File: src/design/rpf_pkg.sv
// Package for the radius pair finder: field widths, command and register codes,
// reset values and the control struct passed from the front end to the back end.
// No dependencies.
`timescale 1ns / 1ps

package rpf_pkg;

  // Defaults for the top-level parameters.
  localparam int TARGET_DEPTH_DEF = 32;
  localparam int COORD_BITS_DEF   = 16;

  // Fixed field widths.
  localparam int CMD_W     = 2;
  localparam int DIST_W    = 34;
  localparam int CAP_W     = 16;
  localparam int MC_W      = 6;
  localparam int CFG_IDX_W = 2;
  localparam int CFG_W     = 34;

  // Depth of the command queue between front and back end.
  localparam int QUEUE_DEPTH = 4;
  localparam int QPTR_W      = 2;

  // Input commands as they arrive on the stream.
  localparam logic [CMD_W-1:0] CMD_START = 2'd0;
  localparam logic [CMD_W-1:0] CMD_LOAD  = 2'd1;
  localparam logic [CMD_W-1:0] CMD_QUERY = 2'd2;

  // Configuration register indexes.
  localparam logic [CFG_IDX_W-1:0] CFG_DIST_MAX      = 2'd0;
  localparam logic [CFG_IDX_W-1:0] CFG_MAX_LINES     = 2'd1;
  localparam logic [CFG_IDX_W-1:0] CFG_MAX_PER_POINT = 2'd2;

  // Register reset values.
  localparam logic [DIST_W-1:0] DIST_MAX_RST      = 34'd65536;
  localparam logic [CAP_W-1:0]  MAX_LINES_RST     = 16'd1000;
  localparam logic [CAP_W-1:0]  MAX_PER_POINT_RST = 16'd1000;

  // Operations that the front end hands to the back end.
  typedef enum logic [1:0] {
    OP_START = 2'd0,
    OP_LOAD  = 2'd1,
    OP_QUERY = 2'd2
  } rpf_op_t;

  // Head of the command queue as seen by the back end.
  typedef struct packed {
    logic    valid;
    rpf_op_t op;
  } rpf_qctl_t;

endpackage

File: src/design/radius_pair_finder.sv
// Radius pair finder top level: configuration registers, front end and back end.
// Path of a query: command queue, sequencer state, store read, squares, sum and compare,
// then the result register. A query holds the scan engine for its N stored targets (one
// store read per cycle unless the output stalls); start and load are done on their pop.
// Reset (rst_n, synchronous): clears counters, queue and control, and sets the
// registers to their defaults; target store contents stay undefined.
`timescale 1ns / 1ps

module radius_pair_finder #(
  parameter int  TARGET_DEPTH = rpf_pkg::TARGET_DEPTH_DEF,
  parameter int  COORD_BITS   = rpf_pkg::COORD_BITS_DEF,
  localparam int IN_DATA_W    = ((3 * COORD_BITS + 7) / 8) * 8,
  localparam int OUT_RAW_W    = 8 * COORD_BITS + 2 + rpf_pkg::MC_W + rpf_pkg::CAP_W,
  localparam int OUT_DATA_W   = ((OUT_RAW_W + 7) / 8) * 8
) (
  input  logic                             clk,
  input  logic                             rst_n,
  input  logic                             in_tvalid,
  output logic                             in_tready,
  // px, py, pz from the lowest bit up
  input  logic [IN_DATA_W-1:0]             in_tdata,
  // cmd
  input  logic [rpf_pkg::CMD_W-1:0]        in_tuser,
  output logic                             out_tvalid,
  input  logic                             out_tready,
  // qx, qy, qz, tx, ty, tz, sq_dist, match_count, total_lines from the lowest bit up
  output logic [OUT_DATA_W-1:0]            out_tdata,
  // is_end
  output logic                             out_tlast,
  input  logic                             cfg_we,
  input  logic [rpf_pkg::CFG_IDX_W-1:0]    cfg_index,
  input  logic [rpf_pkg::CFG_W-1:0]        cfg_wdata
);
  import rpf_pkg::*;

  localparam int PT_W = 3 * COORD_BITS;
  localparam int SQ_W = 2 * COORD_BITS + 2;

  logic [DIST_W-1:0] dist_max_r;
  logic [CAP_W-1:0]  max_lines_r;
  logic [CAP_W-1:0]  max_per_point_r;

  rpf_qctl_t        q_ctl;
  logic [PT_W-1:0]  q_point;
  logic             q_pop;

  logic [PT_W-1:0]  res_q;
  logic [PT_W-1:0]  res_t;
  logic [SQ_W-1:0]  res_sd;
  logic [MC_W-1:0]  res_mc;
  logic [CAP_W-1:0] res_tl;

  // Configuration registers; writes to unlisted indexes are ignored.
  always_ff @(posedge clk) begin
    if (!rst_n) begin
      dist_max_r      <= DIST_MAX_RST;
      max_lines_r     <= MAX_LINES_RST;
      max_per_point_r <= MAX_PER_POINT_RST;
    end else if (cfg_we) begin
      case (cfg_index)
        CFG_DIST_MAX:      dist_max_r      <= cfg_wdata[DIST_W-1:0];
        CFG_MAX_LINES:     max_lines_r     <= cfg_wdata[CAP_W-1:0];
        CFG_MAX_PER_POINT: max_per_point_r <= cfg_wdata[CAP_W-1:0];
        default: ;
      endcase
    end
  end

  rpf_front #(
    .COORD_BITS (COORD_BITS)
  ) u_front (
    .clk      (clk),
    .rst_n    (rst_n),
    .in_valid (in_tvalid),
    .in_ready (in_tready),
    .in_cmd   (in_tuser),
    .in_point (in_tdata[PT_W-1:0]),
    .q_ctl    (q_ctl),
    .q_point  (q_point),
    .q_pop    (q_pop)
  );

  rpf_back #(
    .TARGET_DEPTH (TARGET_DEPTH),
    .COORD_BITS   (COORD_BITS)
  ) u_back (
    .clk           (clk),
    .rst_n         (rst_n),
    .q_ctl         (q_ctl),
    .q_point       (q_point),
    .q_pop         (q_pop),
    .dist_max      (dist_max_r),
    .max_lines     (max_lines_r),
    .max_per_point (max_per_point_r),
    .out_valid     (out_tvalid),
    .out_ready     (out_tready),
    .out_last      (out_tlast),
    .out_q         (res_q),
    .out_t         (res_t),
    .out_sd        (res_sd),
    .out_mc        (res_mc),
    .out_tl        (res_tl)
  );

  // Pack the result beat, padded with zeros to whole bytes.
  assign out_tdata = OUT_DATA_W'({res_tl, res_mc, res_sd, res_t, res_q});

endmodule

File: src/design/rpf_front.sv
// Front end of the radius pair finder: accepts input beats, classifies the
// command and queues the operation with its point for the back end. Uses rpf_pkg.
`timescale 1ns / 1ps

module rpf_front #(
  parameter int COORD_BITS = rpf_pkg::COORD_BITS_DEF
) (
  input  logic                               clk,
  input  logic                               rst_n,
  input  logic                               in_valid,
  output logic                               in_ready,
  input  logic [rpf_pkg::CMD_W-1:0]          in_cmd,
  input  logic [3*COORD_BITS-1:0]            in_point,
  output rpf_pkg::rpf_qctl_t                 q_ctl,
  output logic [3*COORD_BITS-1:0]            q_point,
  input  logic                               q_pop
);
  import rpf_pkg::*;

  localparam int PT_W = 3 * COORD_BITS;

  rpf_op_t           op_q_r [QUEUE_DEPTH];
  logic [PT_W-1:0]   pt_q_r [QUEUE_DEPTH];
  logic [QPTR_W-1:0] wr_ptr_r;
  logic [QPTR_W-1:0] rd_ptr_r;
  logic [QPTR_W:0]   fill_r;
  logic [QPTR_W:0]   fill_nxt;

  rpf_op_t op_cls;
  logic    keep;
  logic    push;
  logic    pop;

  // Map the incoming command to an operation; the unused code is dropped here.
  always_comb begin
    op_cls = OP_START;
    keep   = 1'b0;
    case (in_cmd)
      CMD_START: begin
        op_cls = OP_START;
        keep   = 1'b1;
      end
      CMD_LOAD: begin
        op_cls = OP_LOAD;
        keep   = 1'b1;
      end
      CMD_QUERY: begin
        op_cls = OP_QUERY;
        keep   = 1'b1;
      end
      default: begin
        op_cls = OP_START;
        keep   = 1'b0;
      end
    endcase
  end

  assign in_ready = (fill_r != (QPTR_W+1)'(QUEUE_DEPTH));
  assign push     = in_valid && in_ready && keep;
  assign pop      = q_pop && (fill_r != '0);

  // Queue storage.
  always_ff @(posedge clk) begin
    if (push) begin
      op_q_r[wr_ptr_r] <= op_cls;
      pt_q_r[wr_ptr_r] <= in_point;
    end
  end

  // Queue pointers and fill level.
  always_comb begin
    fill_nxt = fill_r;
    if (push && !pop) begin
      fill_nxt = fill_r + 1'b1;
    end else if (pop && !push) begin
      fill_nxt = fill_r - 1'b1;
    end
  end

  always_ff @(posedge clk) begin
    if (!rst_n) begin
      wr_ptr_r <= '0;
      rd_ptr_r <= '0;
      fill_r   <= '0;
    end else begin
      if (push) begin
        wr_ptr_r <= wr_ptr_r + 1'b1;
      end
      if (pop) begin
        rd_ptr_r <= rd_ptr_r + 1'b1;
      end
      fill_r <= fill_nxt;
    end
  end

  assign q_ctl.valid = (fill_r != '0);
  assign q_ctl.op    = op_q_r[rd_ptr_r];
  assign q_point     = pt_q_r[rd_ptr_r];

endmodule

File: src/design/rpf_back.sv
// Back end of the radius pair finder: target store, scan sequencer, distance
// pipeline, cap logic and the result register. Uses rpf_pkg.
`timescale 1ns / 1ps

module rpf_back #(
  parameter int TARGET_DEPTH = rpf_pkg::TARGET_DEPTH_DEF,
  parameter int COORD_BITS   = rpf_pkg::COORD_BITS_DEF
) (
  input  logic                          clk,
  input  logic                          rst_n,
  input  rpf_pkg::rpf_qctl_t            q_ctl,
  input  logic [3*COORD_BITS-1:0]       q_point,
  output logic                          q_pop,
  input  logic [rpf_pkg::DIST_W-1:0]    dist_max,
  input  logic [rpf_pkg::CAP_W-1:0]     max_lines,
  input  logic [rpf_pkg::CAP_W-1:0]     max_per_point,
  output logic                          out_valid,
  input  logic                          out_ready,
  output logic                          out_last,
  output logic [3*COORD_BITS-1:0]       out_q,
  output logic [3*COORD_BITS-1:0]       out_t,
  output logic [2*COORD_BITS+1:0]       out_sd,
  output logic [rpf_pkg::MC_W-1:0]      out_mc,
  output logic [rpf_pkg::CAP_W-1:0]     out_tl
);
  import rpf_pkg::*;

  localparam int C     = COORD_BITS;
  localparam int PT_W  = 3 * C;
  localparam int SQ_W  = 2 * C + 2;
  localparam int CMP_W = (SQ_W > DIST_W) ? SQ_W : DIST_W;
  localparam int IDX_W = (TARGET_DEPTH > 1) ? $clog2(TARGET_DEPTH) : 1;
  localparam int CNT_W = $clog2(TARGET_DEPTH + 1);

  typedef enum logic [2:0] {
    ST_IDLE = 3'b001,
    ST_SCAN = 3'b010,
    ST_WAIT = 3'b100
  } rpf_state_t;

  rpf_state_t state_r;
  rpf_state_t state_nxt;

  logic [PT_W-1:0]  store_mem [TARGET_DEPTH];
  logic [CNT_W-1:0] tcount_r;
  logic [CAP_W-1:0] lines_r;
  logic [CNT_W-1:0] k_r;
  logic [CNT_W-1:0] idx_r;
  logic [PT_W-1:0]  qpt_r;

  // Pipeline: stage 1 store read, stage 2 squares, stage 3 sum and compare.
  logic             v1_r, e1_r;
  logic [PT_W-1:0]  t1_r;
  logic             v2_r, e2_r;
  logic [PT_W-1:0]  t2_r;
  logic [SQ_W-1:0]  sqx2_r, sqy2_r, sqz2_r;
  logic             v3_r, e3_r, hit3_r;
  logic [PT_W-1:0]  t3_r;
  logic [SQ_W-1:0]  sd3_r;

  // Result register.
  logic             out_valid_r;
  logic             out_last_r;
  logic [PT_W-1:0]  out_q_r;
  logic [PT_W-1:0]  out_t_r;
  logic [SQ_W-1:0]  out_sd_r;
  logic [MC_W-1:0]  out_mc_r;
  logic [CAP_W-1:0] out_tl_r;

  logic adv;
  logic issue;
  logic issue_end;
  logic wr_en;
  logic emit_pair;
  logic emit_end;
  logic under_caps;

  logic [C:0]             dx, dy, dz;
  logic signed [SQ_W-1:0] mx, my, mz;
  logic [SQ_W-1:0]        sd_sum;

  // The pipeline moves whenever the result register is free or being drained.
  assign adv       = !out_valid_r || out_ready;
  assign q_pop     = q_ctl.valid && (state_r == ST_IDLE);
  assign wr_en     = q_pop && (q_ctl.op == OP_LOAD) && (tcount_r < CNT_W'(TARGET_DEPTH));
  assign issue     = adv && (state_r == ST_SCAN);
  assign issue_end = issue && (idx_r == tcount_r);

  // Sequencer state.
  always_comb begin
    state_nxt = state_r;
    case (state_r)
      ST_IDLE: begin
        if (q_pop && (q_ctl.op == OP_QUERY)) begin
          state_nxt = ST_SCAN;
        end
      end
      ST_SCAN: begin
        if (issue_end) begin
          state_nxt = ST_WAIT;
        end
      end
      ST_WAIT: begin
        if (adv && emit_end) begin
          state_nxt = ST_IDLE;
        end
      end
      default: state_nxt = ST_IDLE;
    endcase
  end

  // Counters that the commands and the scan keep.
  always_ff @(posedge clk) begin
    if (!rst_n) begin
      state_r  <= ST_IDLE;
      tcount_r <= '0;
      lines_r  <= '0;
      k_r      <= '0;
      idx_r    <= '0;
    end else begin
      state_r <= state_nxt;
      if (q_pop) begin
        case (q_ctl.op)
          OP_START: begin
            tcount_r <= '0;
            lines_r  <= '0;
          end
          OP_LOAD: begin
            if (wr_en) begin
              tcount_r <= tcount_r + 1'b1;
            end
          end
          OP_QUERY: begin
            k_r   <= '0;
            idx_r <= '0;
          end
          default: ;
        endcase
      end
      if (issue && !issue_end) begin
        idx_r <= idx_r + 1'b1;
      end
      if (adv && emit_pair) begin
        lines_r <= lines_r + 1'b1;
        k_r     <= k_r + 1'b1;
      end
    end
  end

  // Query point is held for the whole scan.
  always_ff @(posedge clk) begin
    if (q_pop && (q_ctl.op == OP_QUERY)) begin
      qpt_r <= q_point;
    end
  end

  // Target store: written on loads, read once per scan step.
  always_ff @(posedge clk) begin
    if (wr_en) begin
      store_mem[tcount_r[IDX_W-1:0]] <= q_point;
    end
  end

  always_ff @(posedge clk) begin
    if (issue && !issue_end) begin
      t1_r <= store_mem[idx_r[IDX_W-1:0]];
    end
  end

  // Per-axis differences and their squares.
  always_comb begin
    dx = {t1_r[C-1],   t1_r[C-1:0]}     - {qpt_r[C-1],   qpt_r[C-1:0]};
    dy = {t1_r[2*C-1], t1_r[2*C-1:C]}   - {qpt_r[2*C-1], qpt_r[2*C-1:C]};
    dz = {t1_r[3*C-1], t1_r[3*C-1:2*C]} - {qpt_r[3*C-1], qpt_r[3*C-1:2*C]};
    mx = $signed(dx) * $signed(dx);
    my = $signed(dy) * $signed(dy);
    mz = $signed(dz) * $signed(dz);
  end

  assign sd_sum = sqx2_r + sqy2_r + sqz2_r;

  // Pipeline valid bits.
  always_ff @(posedge clk) begin
    if (!rst_n) begin
      v1_r <= 1'b0;
      v2_r <= 1'b0;
      v3_r <= 1'b0;
    end else if (adv) begin
      v1_r <= (state_r == ST_SCAN);
      v2_r <= v1_r;
      v3_r <= v2_r;
    end
  end

  // Pipeline payload.
  always_ff @(posedge clk) begin
    if (adv) begin
      e1_r   <= issue_end;
      e2_r   <= e1_r;
      t2_r   <= t1_r;
      sqx2_r <= mx;
      sqy2_r <= my;
      sqz2_r <= mz;
      e3_r   <= e2_r;
      t3_r   <= t2_r;
      sd3_r  <= sd_sum;
      hit3_r <= (CMP_W'(sd_sum) < CMP_W'(dist_max));
    end
  end

  // A hit only becomes a pair while both caps still leave room.
  assign under_caps = (lines_r < max_lines) && (CAP_W'(k_r) < max_per_point);
  assign emit_pair  = v3_r && !e3_r && hit3_r && under_caps;
  assign emit_end   = v3_r && e3_r;

  // Result register.
  always_ff @(posedge clk) begin
    if (!rst_n) begin
      out_valid_r <= 1'b0;
    end else if (adv) begin
      out_valid_r <= emit_pair || emit_end;
    end
  end

  always_ff @(posedge clk) begin
    if (adv) begin
      out_last_r <= e3_r;
      out_q_r    <= qpt_r;
      if (e3_r) begin
        out_t_r  <= '0;
        out_sd_r <= '0;
        out_mc_r <= MC_W'(k_r);
        out_tl_r <= lines_r;
      end else begin
        out_t_r  <= t3_r;
        out_sd_r <= sd3_r;
        out_mc_r <= '0;
        out_tl_r <= '0;
      end
    end
  end

  assign out_valid = out_valid_r;
  assign out_last  = out_last_r;
  assign out_q     = out_q_r;
  assign out_t     = out_t_r;
  assign out_sd    = out_sd_r;
  assign out_mc    = out_mc_r;
  assign out_tl    = out_tl_r;

endmodule

File: config.mk
export PLATFORM = sky130hd
export DESIGN_NAME = radius_pair_finder
export DESIGN_NICKNAME = d
export VERILOG_FILES = /design/src/design/rpf_pkg.sv /design/src/design/radius_pair_finder.sv /design/src/design/rpf_front.sv /design/src/design/rpf_back.sv
export SDC_FILE = /design/constraint.sdc
export NUM_CORES = 2
export LEC_CHECK = 0
export BUFFER_PORTS_ARGS = -buffer_cell sky130_fd_sc_hd__buf_2
export CAP_MARGIN = 15
export CORE_ASPECT_RATIO = 0.75
export CORE_MARGIN = 3
export CORE_UTILIZATION = 45
export DETAILED_ROUTE_END_ITERATION = 8
export HOLD_SLACK_MARGIN = 0.02
export PLACE_DENSITY = 0.62
export SLEW_MARGIN = 40
export SYNTH_ARGS = -nofsm -noshare
export SYNTH_HDL_FRONTEND = slang
export SYNTH_SLANG_ARGS = --single-unit
File: constraint.sdc
create_clock -name clk -period 16.3 [get_ports clk]
set_input_delay 4.89 -clock clk [delete_from_list [all_inputs] [get_ports clk]]
set_output_delay 4.89 -clock clk [all_outputs]
set_load 0.005 [all_outputs]
==> run summary <==
status = finished, final reports clean
FP Rows = 164
post-synth cell types = 93
crit-path max FO = 24
worst slack, placed = 6.874 ns
Slew @ Worst Pin = 0.9121 ns
share of cells above drive strength 1 = 0.1337
mapped cell area = 121000 sq um
die area = 275100 sq um
Slew headroom = 0.3920
RSZ-0062 raised after global routing = false
Crit path top cell by count = fa_1
Max-Cap Viols = 0
top_reg_cell synth = edfxtp_1
critical path required time = 16.88 ns
fmax = 0.1036 GHz
clk buf depth = 4
most frequent cell after synthesis = edfxtp_1
register bit total from synthesis = 2334
depth of the CTS H-tree = 4
final setup fails = 0
Die Ht = 455.0 microns
port bufs = 245
CP Buf/Inv Count = 6
CTS Buf Count = 232
Critical-path top delay cell = clkinv_1
R2R cell count = 33
number of flops mapped to enable cells by yosys = 2218
Post-Route WL = 315.5 mm
area of the core = 267000 sq um
# placed instances = 12010
Area growth syn-to-layout = 11.45%
final hold vios = 0
reg-to-reg slack, setup = 6.65 ns
initial core utilization = 0.4531
Yosys top cell area share = 0.5506
initial drt markers = 6865
main area contributors after synthesis = edfxtp_1 55%, fa_1 14%, mux4_2 4.5%, ha_1 4.1%, inv_1 3.5%
cell count after synthesis = 8362
Post-CTS Setup Inserts = 0
Overflow after GRT = 0
dpl hpwl = 205.9 mm
Die W = 604.7 microns
Worst R2R Start = u_back.t1_r[16]
minimum clock period = 9.649 ns
global-route wire length before repair = 467.6 mm
synthesized area per cell = 14.47 sq um
Slew Viols, Final = 0
DRC viols = 0
vias per cell = 5.555
Synth area leader = edfxtp_1
Post-Layout Cell Count = 12430
Critical Path Sink Type = flip-flop
number of global-route vias before repair = 70730
Crit Path Category = flip-flop to flip-flop
CP Data Arrival Time = 10.23 ns
# resized after CTS = 0
CTS tree = yes
largest net degree at the start of global routing = 153
post-route ant nets = 0
YS warnings = 0
startpoint types = flip-flop
post-DR wirelength/cell = 25.38 microns
vias = 69060
setup TNS = 0 ns
initial antenna violation count = 21
total track usage = 0.2293
Pre-antenna DRT Iters = 6
hold_sp = u_back.qpt_r[38]
skew final = 0.1186 ns
CP top delay family = adder cells
Synth top cells by count = 2218 x edfxtp_1, 1120 x inv_1, 847 x fa_1
worst setup margin = 6.651 ns
register area share after synthesis = 0.5698
Nets = 10010
class of the worst hold path = flip-flop to flip-flop
Hold Path End = u_back.out_q[38]
GPL Wtd Cong = 0.8931
Hold Buf Count CTS = 0
reg2reg end = u_back.sqy2_r[33]
hold depth = 0
clock latency on the worst-skew pair = 0.91 ns
ys async rst share = 0
fin crit share = 0.5919
Max stage delay on crit path = 0.71 ns
Sinks on Clock Net = 2334
clk slew on worst S/H paths = 0.08 ns
Top Ports = 246
clock root buffer = clkbuf_16
through the flow:
stage,area (sq um),util,hold WS (ns)
after floorplan,121000,-,0.4003
after global placement,126800,0.4750,0.4047
after detailed placement,127100,0.4761,0.4045
after CTS,134600,0.5044,0.3947
after global routing,134800,0.5050,0.3982
final,134800,0.5050,0.4038
final cells by class:
cell class	instances	area, sq um
multi-input combinational	4581	46950
clock buffer	281	6093
inverter	1140	4292
fill	22230	132100
antenna	7	17.52
timing repair buffer	387	2600
tap	3569	4466
sequential	2334	68950
clock inverter	132	1454
metal layers:
metal | vias to the layer above | GRT usage | routed length, microns | share of wire
met5 | - | 0 | 0 | 0
met3 | 410 | 0.03205 | 22850 | 0.072
met1 | 35800 | 0.3250 | 134000 | 0.42
met4 | 0 | 0.05630 | 8182 | 0.026
met2 | 2655 | 0.3762 | 150500 | 0.48
li1 | 30200 | - | - | -
kinds of logic (layout without fill, tap and decap cells):
group | after synthesis | in the layout | share of synthesized area
AO/OA/AOI/OAI | 1037 | 1037 | 0.05631
XOR/XNOR | 200 | 200 | 0.01454
adder cells (fa/ha/maj) | 1243 | 1243 | 0.1811
buffers and inverters | 1448 | 1940 | 0.04564
flip-flops | 2334 | 2334 | 0.5698
multiplexers | 647 | 647 | 0.07957
other | 2 | 10 | 0.00006208
AND/OR/NAND/NOR | 1451 | 1451 | 0.05298
how the worst max path moves through the flow:
stage,start,to,slack [ns],depth (start not counted)
2_1_floorplan,out_tready,u_back.lines_r[12],2.15,9
5_1_grt,u_back.t1_r[16],u_back.sqy2_r[33],5.94,33
3_5_place_dp,u_back.t1_r[16],u_back.sqy2_r[33],6.87,33
3_3_place_gp,u_back.t1_r[16],u_back.sqy2_r[33],7.13,33
4_1_cts,u_back.t1_r[16],u_back.sqy2_r[33],6.77,33
6_report,u_back.t1_r[16],u_back.sqy2_r[33],6.65,33
state kept, by name, indices dropped and copies added (netlist names), 16 cells and up, named ones only:
signal / count
u_back.store_mem: 1536
u_front.pt_q_r: 192
u_back.out_q: 48
u_back.out_t: 48
u_back.qpt_r: 48
u_back.t1_r: 48
u_back.t2_r: 48
u_back.t3_r: 48
dist_max_r: 34
u_back.out_sd: 34
u_back.sd3_r: 34
u_back.sqx2_r: 33
u_back.sqy2_r: 33
u_back.sqz2_r: 33
max_lines_r: 16
max_per_point_r: 16
u_back.lines_r: 16
u_back.out_tl: 16
cells in the final DEF (no fill, tap or decap), types with 116 or more instances in the layout:
cell type  instances
o221ai_1         146
clkbuf_16        235
mux2i_1          308
nor2b_1          116
edfxtp_1        2218
mux4_2           238
fa_1             844
o21ai_0          222
inv_1           1117
nand2_1          687
buf_2            245
a21oi_1          276
ha_1             395
xnor2_1          135
nor2_1           341
Power is left out: the tool's default activity adds up to more than one toggle a clock period on the data nets, which glitch-free logic cannot reach.
